<file path="src/sv/hs_pkg.sv">
`timescale 1ns / 1ps
// ----------------------------------------------------------------------------
// hs_pkg: shared types and constants of the hillshade block
// Register indexes, sequencer states and fixed arithmetic widths.
// ----------------------------------------------------------------------------
package hs_pkg;

   typedef enum logic [2:0] {
      REG_ROW_LENGTH   = 3'd0,
      REG_FRAME_ROWS   = 3'd1,
      REG_CELL_SIZE    = 3'd2,
      REG_Z_FACTOR     = 3'd3,
      REG_LIGHT_FLAT   = 3'd4,
      REG_LIGHT_EAST   = 3'd5,
      REG_LIGHT_NORTH  = 3'd6
   } csr_index_type;

   typedef enum logic [5:0] {
      ST_IDLE = 6'b000001,
      ST_NORM = 6'b000010,
      ST_MUL  = 6'b000100,
      ST_SQRT = 6'b001000,
      ST_DIV  = 6'b010000,
      ST_OUT  = 6'b100000
   } back_state_type;

   localparam int NORM_BITS   = 24;  // magnitudes after normalization
   localparam int MUL_W       = 25;  // signed multiplier operand
   localparam int PROD_W      = 50;
   localparam int NACC_W      = 43;  // light dot product accumulator
   localparam int SQ_W        = 50;  // sum of squares
   localparam int RAD_W       = 64;
   localparam int ROOT_W      = 32;
   localparam int SREM_W      = 35;
   localparam int DIV_W       = 51;  // dividend / quotient
   localparam int DREM_W      = 34;
   localparam int QUEUE_DEPTH = 4;
   localparam logic [15:0] SHADE_MAX = 16'd65280;

endpackage

</file>
<file path="src/sv/hs_back.sv">
`timescale 1ns / 1ps
// ----------------------------------------------------------------------------
// hs_back: shading sequencer
// Scales gradients, normalizes, forms the light dot product and the sum of
// squares on one shared multiplier, then square root and division bit by bit.
// ----------------------------------------------------------------------------
module hs_back import hs_pkg::*; #(
   parameter int ELEV_BITS = 20
) (
   input  logic                     clock,
   input  logic                     reset,
   input  logic                     pop_valid,
   output logic                     pop_ready,
   input  logic [2*(ELEV_BITS+3):0] pop_data,
   input  logic [7:0]               cell_size,
   input  logic [7:0]               z_factor,
   input  logic [14:0]              light_flat,
   input  logic signed [15:0]       light_east,
   input  logic signed [15:0]       light_north,
   output logic                     rsp_valid,
   input  logic                     rsp_ready,
   output logic [15:0]              shade,
   output logic                     last_of_frame
);
   localparam int GW = ELEV_BITS + 3;
   localparam int VW = GW + 9;

   back_state_type state_ff;

   logic signed [GW-1:0] gx, gy;
   logic signed [VW-1:0] vp, wp;
   logic [7:0]           cs_eff;

   logic [VW-1:0] um_ff, vm_ff, wm_ff;
   logic          vneg_ff, wneg_ff, last_ff, zero_ff;
   logic          big;

   logic [2:0]               idx_ff;
   logic signed [MUL_W-1:0]  op_a, op_b;
   logic signed [PROD_W-1:0] prod_ff;
   logic signed [NACC_W-1:0] n_ff, term;
   logic [SQ_W-1:0]          sum_ff;

   logic [RAD_W-1:0]  rad_ff;
   logic [SREM_W-1:0] srem_ff, remx, trial;
   logic [ROOT_W-1:0] root_ff, root_in;
   logic [SREM_W-1:0] srem_in;

   logic [DIV_W-1:0]    dd_ff;
   logic [DREM_W-1:0]   drem_ff, dtry;
   logic [ROOT_W:0]     divisor;
   logic [5:0]          cnt_ff;

   logic rsp_valid_ff, out_free;
   logic [15:0] shade_ff;
   logic        out_last_ff;

   assign gy     = pop_data[GW-1:0];
   assign gx     = pop_data[2*GW-1:GW];
   assign cs_eff = (cell_size == 8'd0) ? 8'd1 : cell_size;
   assign vp     = $signed({1'b0, z_factor}) * gx;
   assign wp     = $signed({1'b0, z_factor}) * gy;

   assign pop_ready = state_ff == ST_IDLE;
   assign big = (64'(um_ff) >= (64'd1 << NORM_BITS)) ||
                (64'(vm_ff) >= (64'd1 << NORM_BITS)) ||
                (64'(wm_ff) >= (64'd1 << NORM_BITS));

   // shared multiplier operands
   always_comb begin
      case (idx_ff)
         3'd0: begin
            op_a = MUL_W'($signed({1'b0, light_flat}));
            op_b = MUL_W'($signed({1'b0, um_ff[NORM_BITS-1:0]}));
         end
         3'd1: begin
            op_a = MUL_W'(light_east);
            op_b = MUL_W'($signed({1'b0, vm_ff[NORM_BITS-1:0]}));
         end
         3'd2: begin
            op_a = MUL_W'(light_north);
            op_b = MUL_W'($signed({1'b0, wm_ff[NORM_BITS-1:0]}));
         end
         3'd3: begin
            op_a = MUL_W'($signed({1'b0, um_ff[NORM_BITS-1:0]}));
            op_b = op_a;
         end
         3'd4: begin
            op_a = MUL_W'($signed({1'b0, vm_ff[NORM_BITS-1:0]}));
            op_b = op_a;
         end
         3'd5: begin
            op_a = MUL_W'($signed({1'b0, wm_ff[NORM_BITS-1:0]}));
            op_b = op_a;
         end
         default: begin
            op_a = '0;
            op_b = '0;
         end
      endcase
   end

   // signed contribution of the previous product to the dot product
   always_comb begin
      case (idx_ff)
         3'd1:    term = NACC_W'(prod_ff);
         3'd2:    term = vneg_ff ? NACC_W'(prod_ff) : -NACC_W'(prod_ff);
         3'd3:    term = wneg_ff ? -NACC_W'(prod_ff) : NACC_W'(prod_ff);
         default: term = '0;
      endcase
   end

   // square root step: two radicand bits per cycle
   always_comb begin
      remx  = {srem_ff[SREM_W-3:0], rad_ff[RAD_W-1:RAD_W-2]};
      trial = {1'b0, root_ff, 2'b01};
      if (remx >= trial) begin
         srem_in = remx - trial;
         root_in = {root_ff[ROOT_W-2:0], 1'b1};
      end else begin
         srem_in = remx;
         root_in = {root_ff[ROOT_W-2:0], 1'b0};
      end
   end

   assign divisor = {root_ff, 1'b0};
   assign dtry    = {drem_ff[DREM_W-2:0], dd_ff[DIV_W-1]};
   assign out_free = !rsp_valid_ff || rsp_ready;

   always_ff @(posedge clock) begin
      if (reset) begin
         state_ff     <= ST_IDLE;
         rsp_valid_ff <= 1'b0;
      end else begin
         if (rsp_valid_ff && rsp_ready && state_ff != ST_OUT) begin
            rsp_valid_ff <= 1'b0;
         end
         case (state_ff)
            ST_IDLE: begin
               if (pop_valid) begin
                  state_ff <= ST_NORM;
               end
            end
            ST_NORM: begin
               if (!big) begin
                  state_ff <= ST_MUL;
               end
            end
            ST_MUL: begin
               if (idx_ff == 3'd6) begin
                  state_ff <= (n_ff <= 0) ? ST_OUT : ST_SQRT;
               end
            end
            ST_SQRT: begin
               if (cnt_ff == 6'(ROOT_W - 1)) begin
                  state_ff <= (root_in == '0) ? ST_OUT : ST_DIV;
               end
            end
            ST_DIV: begin
               if (cnt_ff == 6'(DIV_W - 1)) begin
                  state_ff <= ST_OUT;
               end
            end
            ST_OUT: begin
               if (out_free) begin
                  rsp_valid_ff <= 1'b1;
                  state_ff     <= ST_IDLE;
               end
            end
            default: state_ff <= ST_IDLE;
         endcase
      end
   end

   always_ff @(posedge clock) begin
      case (state_ff)
         ST_IDLE: begin
            um_ff   <= VW'({cs_eff, 3'b000});
            vm_ff   <= vp[VW-1] ? VW'(-vp) : VW'(vp);
            wm_ff   <= wp[VW-1] ? VW'(-wp) : VW'(wp);
            vneg_ff <= vp[VW-1];
            wneg_ff <= wp[VW-1];
            last_ff <= pop_data[2*GW];
         end
         ST_NORM: begin
            // truncate magnitudes one bit a cycle until all fit
            if (big) begin
               um_ff <= um_ff >> 1;
               vm_ff <= vm_ff >> 1;
               wm_ff <= wm_ff >> 1;
            end
            idx_ff <= 3'd0;
            n_ff   <= '0;
            sum_ff <= '0;
         end
         ST_MUL: begin
            prod_ff <= op_a * op_b;
            idx_ff  <= idx_ff + 3'd1;
            n_ff    <= n_ff + term;
            if (idx_ff >= 3'd4) begin
               sum_ff <= sum_ff + SQ_W'(prod_ff);
            end
            zero_ff <= 1'b1;
            rad_ff  <= {2'b00, sum_ff + ((idx_ff >= 3'd4) ? SQ_W'(prod_ff) : '0), 12'd0};
            srem_ff <= '0;
            root_ff <= '0;
            cnt_ff  <= '0;
         end
         ST_SQRT: begin
            srem_ff <= srem_in;
            root_ff <= root_in;
            rad_ff  <= rad_ff << 2;
            if (cnt_ff == 6'(ROOT_W - 1)) begin
               dd_ff   <= (DIV_W'(n_ff) << 8) - DIV_W'(n_ff);
               drem_ff <= '0;
               cnt_ff  <= '0;
               zero_ff <= root_in == '0;
            end else begin
               cnt_ff  <= cnt_ff + 6'd1;
            end
         end
         ST_DIV: begin
            // restoring division, one quotient bit a cycle
            if (dtry >= DREM_W'(divisor)) begin
               drem_ff <= dtry - DREM_W'(divisor);
               dd_ff   <= {dd_ff[DIV_W-2:0], 1'b1};
            end else begin
               drem_ff <= dtry;
               dd_ff   <= {dd_ff[DIV_W-2:0], 1'b0};
            end
            cnt_ff <= cnt_ff + 6'd1;
         end
         ST_OUT: begin
            if (out_free) begin
               out_last_ff <= last_ff;
               if (zero_ff) begin
                  shade_ff <= '0;
               end else if (dd_ff > DIV_W'(SHADE_MAX)) begin
                  shade_ff <= SHADE_MAX;
               end else begin
                  shade_ff <= dd_ff[15:0];
               end
            end
         end
         default: begin
         end
      endcase
   end

   assign rsp_valid     = rsp_valid_ff;
   assign shade         = shade_ff;
   assign last_of_frame = out_last_ff;

endmodule

</file>
<file path="config.mk">
export PLATFORM = sky130hd
export DESIGN_NAME = hs_back
export DESIGN_NICKNAME = d
export VERILOG_FILES = /design/src/sv/hs_pkg.sv /design/src/sv/hs_back.sv
export SDC_FILE = /design/constraint.sdc
export NUM_CORES = 2
export LEC_CHECK = 0
export ABC_AREA = 1
export ABC_CLOCK_PERIOD_IN_PS = 9800
export BUFFER_PORTS_ARGS = -buffer_cell sky130_fd_sc_hd__buf_2
export CORE_ASPECT_RATIO = 0.9
export CORE_MARGIN = 2
export CORE_UTILIZATION = 60
export CTS_CLUSTER_DIAMETER = 30
export DETAILED_ROUTE_END_ITERATION = 7
export GPL_TIMING_DRIVEN = 1
export PLACE_DENSITY = 0.75
export RECOVER_POWER = 50
export SLEW_MARGIN = 40
export SYNTH_ARGS = -nofsm -noshare
export SYNTH_HDL_FRONTEND = slang
export SYNTH_SLANG_ARGS = --single-unit
</file>
<file path="constraint.sdc">
create_clock -name clock -period 9.8 [get_ports clock]
set_clock_uncertainty 0.1 [all_clocks]
set_input_delay 0.49 -clock clock [delete_from_list [all_inputs] [get_ports clock]]
set_output_delay 0.49 -clock clock [all_outputs]
set_load 0.1 [all_outputs]
</file>
==> run_summary.xml <==
<?xml version="1.0" encoding="UTF-8"?>
<metrics>
  <group name="timing">
    <metric name="report.final.slew_viol_count" unit="">718</metric>
    <metric name="worst_hold_slack" unit="ns">0.07184</metric>
    <metric name="fmax" unit="MHz">107.8</metric>
    <metric name="period_minus_slack" unit="ns">9.281</metric>
    <metric name="grt_setup_unrepaired" unit="">no</metric>
    <metric name="total_setup_violations_reported_at_the_end_of_the_flow" unit="">0</metric>
    <metric name="tightestPinTransition" unit="ns">3.876</metric>
    <metric name="period_share" unit="%">94.70</metric>
    <metric name="timing.setup.tns" unit="ns">0</metric>
    <metric name="timing.max_slew.rel_slack" unit="%">-158.4</metric>
    <metric name="report.final.hold_viol_count" unit="">0</metric>
  </group>
  <group name="cts">
    <metric name="cts_inserted_buffers" unit="">112</metric>
    <metric name="htree_num_levels" unit="">3</metric>
    <metric name="cts.sink_count" unit="">456</metric>
    <metric name="cts.path.max_buffers" unit="">3</metric>
    <metric name="clock_tree.root_cell" unit="">clkbuf_16</metric>
    <metric name="clk-insertion-delay-late" unit="ns">0.73</metric>
    <metric name="tritoncts_clock_tree" unit="">yes</metric>
    <metric name="cts.reportedPaths.clkPinSlew" unit="ns">0.05</metric>
  </group>
  <group name="synth">
    <metric name="synth_ff_type" unit="">edfxtp_1</metric>
    <metric name="synth.lib_cells_used.distinct" unit="">64</metric>
    <metric name="synth-edff-count" unit="">449</metric>
    <metric name="yosys.area.top_type" unit="">fa_1</metric>
    <metric name="mappedNetlistArea" unit="µm²">75240</metric>
    <metric name="synthesis.area_per_instance" unit="µm²">7.348</metric>
    <metric name="ys_top_cells_by_count" unit="">inv_1 (2340), nand2_1 (2228), nor2_1 (1113)</metric>
    <metric name="seq_area_frac_synth" unit="%">18.11</metric>
    <metric name="syn-instance-count" unit="">10240</metric>
    <metric name="synth_fp_nets" unit="">11810</metric>
    <metric name="synth.top_cell.area_share" unit="%">24.61</metric>
    <metric name="yosysWarningCount" unit="">0</metric>
    <metric name="ys_top_cells_by_area" unit="">fa_1 (25%), edfxtp_1 (18%), inv_1 (12%), nand2_1 (11%), ha_1 (8.8%)</metric>
    <metric name="library_cell_with_the_highest_instance_count_after_synthesis" unit="">inv_1</metric>
    <metric name="synthArstFlopShare" unit="%">0</metric>
    <metric name="register_bit_total_from_synthesis" unit="">456</metric>
  </group>
  <group name="pwr">
    <metric name="p_leak" unit="µW">0.04230</metric>
    <metric name="power.density" unit="nW/µm²">369.2</metric>
    <metric name="power.ir.vdd_worst" unit="V">0.0005462</metric>
  </group>
  <group name="run_status">
    <metric name="violations_in_the_final_reports" unit="">capacitance limit, slew limit</metric>
    <metric name="status" unit="">finished, violations left</metric>
  </group>
  <group name="route">
    <metric name="postRouteAntennaNets" unit="">0</metric>
    <metric name="drt_iter0_drc" unit="">6485</metric>
    <metric name="route.final.wire_length" unit="mm">236.5</metric>
    <metric name="route.detailed.vias_per_inst" unit="">5.695</metric>
    <metric name="routed_wire_length_per_instance" unit="µm">19.64</metric>
    <metric name="detail_route.first_pass.iterations" unit="">7</metric>
    <metric name="route.vias.total" unit="">68580</metric>
    <metric name="drc" unit="">0</metric>
  </group>
  <group name="setup_path">
    <metric name="reg2reg_depth" unit="">35</metric>
    <metric name="critical_path.slowest_cell" unit="">fa_1</metric>
    <metric name="r2r_end" unit="">prod_ff[45]$_DFFE_PP_</metric>
    <metric name="origin_of_the_critical_flop_to_flop_path" unit="">idx_ff[1]$_SDFFCE_PN0P_</metric>
    <metric name="worst_ep_required_time" unit="ns">10.18</metric>
    <metric name="path_buf_inv" unit="">11</metric>
    <metric name="worstPathArrival" unit="ns">9.66</metric>
    <metric name="start_kind" unit="">register</metric>
    <metric name="setup.worst_path.end_class" unit="">register</metric>
    <metric name="worst_path_most_repeated_cell" unit="">fa_1</metric>
    <metric name="regToRegSetupSlack" unit="ns">0.52</metric>
    <metric name="critical_path.max_stage_delay" unit="ns">0.59</metric>
    <metric name="crit_fanout" unit="">17</metric>
    <metric name="crit_start" unit="">idx_ff[1]$_SDFFCE_PN0P_</metric>
    <metric name="criticalPathCategory" unit="">register to register</metric>
    <metric name="critical-path-top-delay-family" unit="">adder cells</metric>
  </group>
  <group name="min_path">
    <metric name="timing.hold.worst.start" unit="">cell_size[6]</metric>
    <metric name="whs_path_depth" unit="">3</metric>
    <metric name="holdPathEnd" unit="">um_ff[9]$_DFFE_PP_</metric>
    <metric name="worstHoldPathType" unit="">primary input to register</metric>
  </group>
  <group name="finish">
    <metric name="synthToLayoutAreaGrowth" unit="%">8.448</metric>
    <metric name="final_nets" unit="">11890</metric>
    <metric name="num_antenna_cells" unit="">0</metric>
    <metric name="drive_above_1_share" unit="%">4.618</metric>
  </group>
  <group name="placement">
    <metric name="port-buffer-count" unit="">132</metric>
    <metric name="gp_routability_congestion" unit="">1.006</metric>
    <metric name="dp_hpwl" unit="mm">192.3</metric>
  </group>
  <group name="global_routing">
    <metric name="grt_overflow" unit="">0</metric>
    <metric name="grt_start_max_net_pins" unit="">97</metric>
    <metric name="overall_routing_resource_usage" unit="%">37.02</metric>
    <metric name="grt_pass1_wl" unit="mm">372.9</metric>
    <metric name="initial_antenna_violation_count" unit="">1</metric>
    <metric name="grt_pass1_vias" unit="">69160</metric>
  </group>
  <group name="job">
    <metric name="maxCapViolations" unit="">12</metric>
  </group>
  <group name="die">
    <metric name="core.rowCount" unit="">123</metric>
    <metric name="floorplan.die_area" unit="µm²">128200</metric>
    <metric name="core-area" unit="µm²">124700</metric>
    <metric name="die_boundary_width" unit="µm">377.3</metric>
    <metric name="die_h" unit="µm">339.9</metric>
    <metric name="initial_utilization" unit="%">60.36</metric>
    <metric name="io-pin-count" unit="">133</metric>
  </group>
</metrics>
## cell usage in the layout, fill, tap and decap left out, types with 15 or more instances in the layout
cell        synthesis  final
nand3b_1           21     21
buf_4               4     88
o211ai_1           30     30
a211oi_1           17     17
o221ai_1           16     16
nand2_1          2228   2226
inv_1            2340   2336
bufinv_16           0     16
o22ai_1            24     24
clkinvlp_4          0     18
a21boi_0           17     17
clkinv_2            0     17
a31oi_1            86     87
nor2_1           1113   1111
edfxtp_1          449    449
nand4_1           116    116
nor3_1             78     76
clkbuf_16           0    113
o21bai_1           40     41
a21o_1             41     41
o21a_1             52     52
buf_2              52    106
fa_1              925    925
a21oi_1           595    593
nand3_1           324    324
xor2_1             90     90
clkinv_1           11     22
clkbuf_1          145     39
o21ai_0           503    505
xnor2_1            96     96
o21ai_1            18     15
nor4_1             55     55
ha_1              529    529
or2_2              37     37
## state kept, by name, summed over array words and instances, names as in the netlist, 6 cells and up
register  cells
cnt_ff        6
rad_ff       52
sum_ff       50
dd_ff        51
vm_ff        32
shade        16
prod_ff      50
srem_ff      33
drem_ff      33
n_ff         43
root_ff      32
state_ff      6
wm_ff        32
um_ff        11
## report_power, final
| part | internal, µW | leakage (µW) | switching (µW) |
|---|---|---|---|
| Clock | 2560 | 0.00188 | 1290 |
| Sequential | 3150 | 0.00403 | 188 |
| Combinational | 7540 | 0.0364 | 15400 |
| Total | 13300 | 0.0423 | 16900 |
## through the flow
stage,cells,setup WS [ns],util (%),area [µm²],total power (µW)
CTS,12040,0.6673,65.52,81680,29650
global placement,11830,0.7269,62.28,77630,25190
detailed placement,11830,0.6447,62.31,77670,25620
global route,12040,0.03032,65.45,81590,32940
finish,12040,0.5193,65.45,81590,30130
floorplan,10240,1.530,-,75240,18760
## layout make-up
| class | count | area (µm²) |
|---|---|---|
| fill | 10950 | 43060 |
| sequential | 456 | 13620 |
| multi-input combinational | 7164 | 51730 |
| clock buffer | 124 | 2889 |
| timing repair buffer | 233 | 1406 |
| inverter | 2353 | 8835 |
| tap | 1625 | 2033 |
| clock inverter | 86 | 1080 |
## worst max path at each step
stage                            end  slack (ns)  cells past startpoint
6_report       prod_ff[45]$_DFFE_PP_        0.52                     35
5_1_grt        prod_ff[45]$_DFFE_PP_        0.03                     35
4_1_cts        prod_ff[45]$_DFFE_PP_        0.67                     32
3_5_place_dp   prod_ff[45]$_DFFE_PP_        0.64                     32
3_3_place_gp   prod_ff[45]$_DFFE_PP_        0.73                     33
2_1_floorplan  prod_ff[45]$_DFFE_PP_        1.53                     33
## cell families (layout without fill, tap and decap cells)
logic type	after synthesis	in the layout	synth area share, %
flops	456	456	18.11
compound gates	1511	1511	11.37
fa+ha+maj	1454	1454	33.41
simple gates	4012	4012	21.67
xor+xnor	187	187	2.202
buf+inv	2619	2796	13.23
## tightest hold or removal path: stages
cell     delay, ns
buf_2         0.07
inv_1         0.04
o21ai_0       0.15
## layer usage
layer	part of all wire, %	vias to the layer above	wire, µm	global-route usage [%]
met4	4.7	0	11140	15.55
met2	46	3191	108300	60.38
met3	9.3	643	22040	6.776
met1	40	32600	94970	48.62
met5	0	-	0	0
li1	-	32150	-	-
## repair_timing
action,CTS,global route
buffers inserted,0,0
hold buffers,4,0
resized for setup,0,0
endpoints found under the hold margin,6,0
No activity file was read; power rests on OpenSTA's default activity.
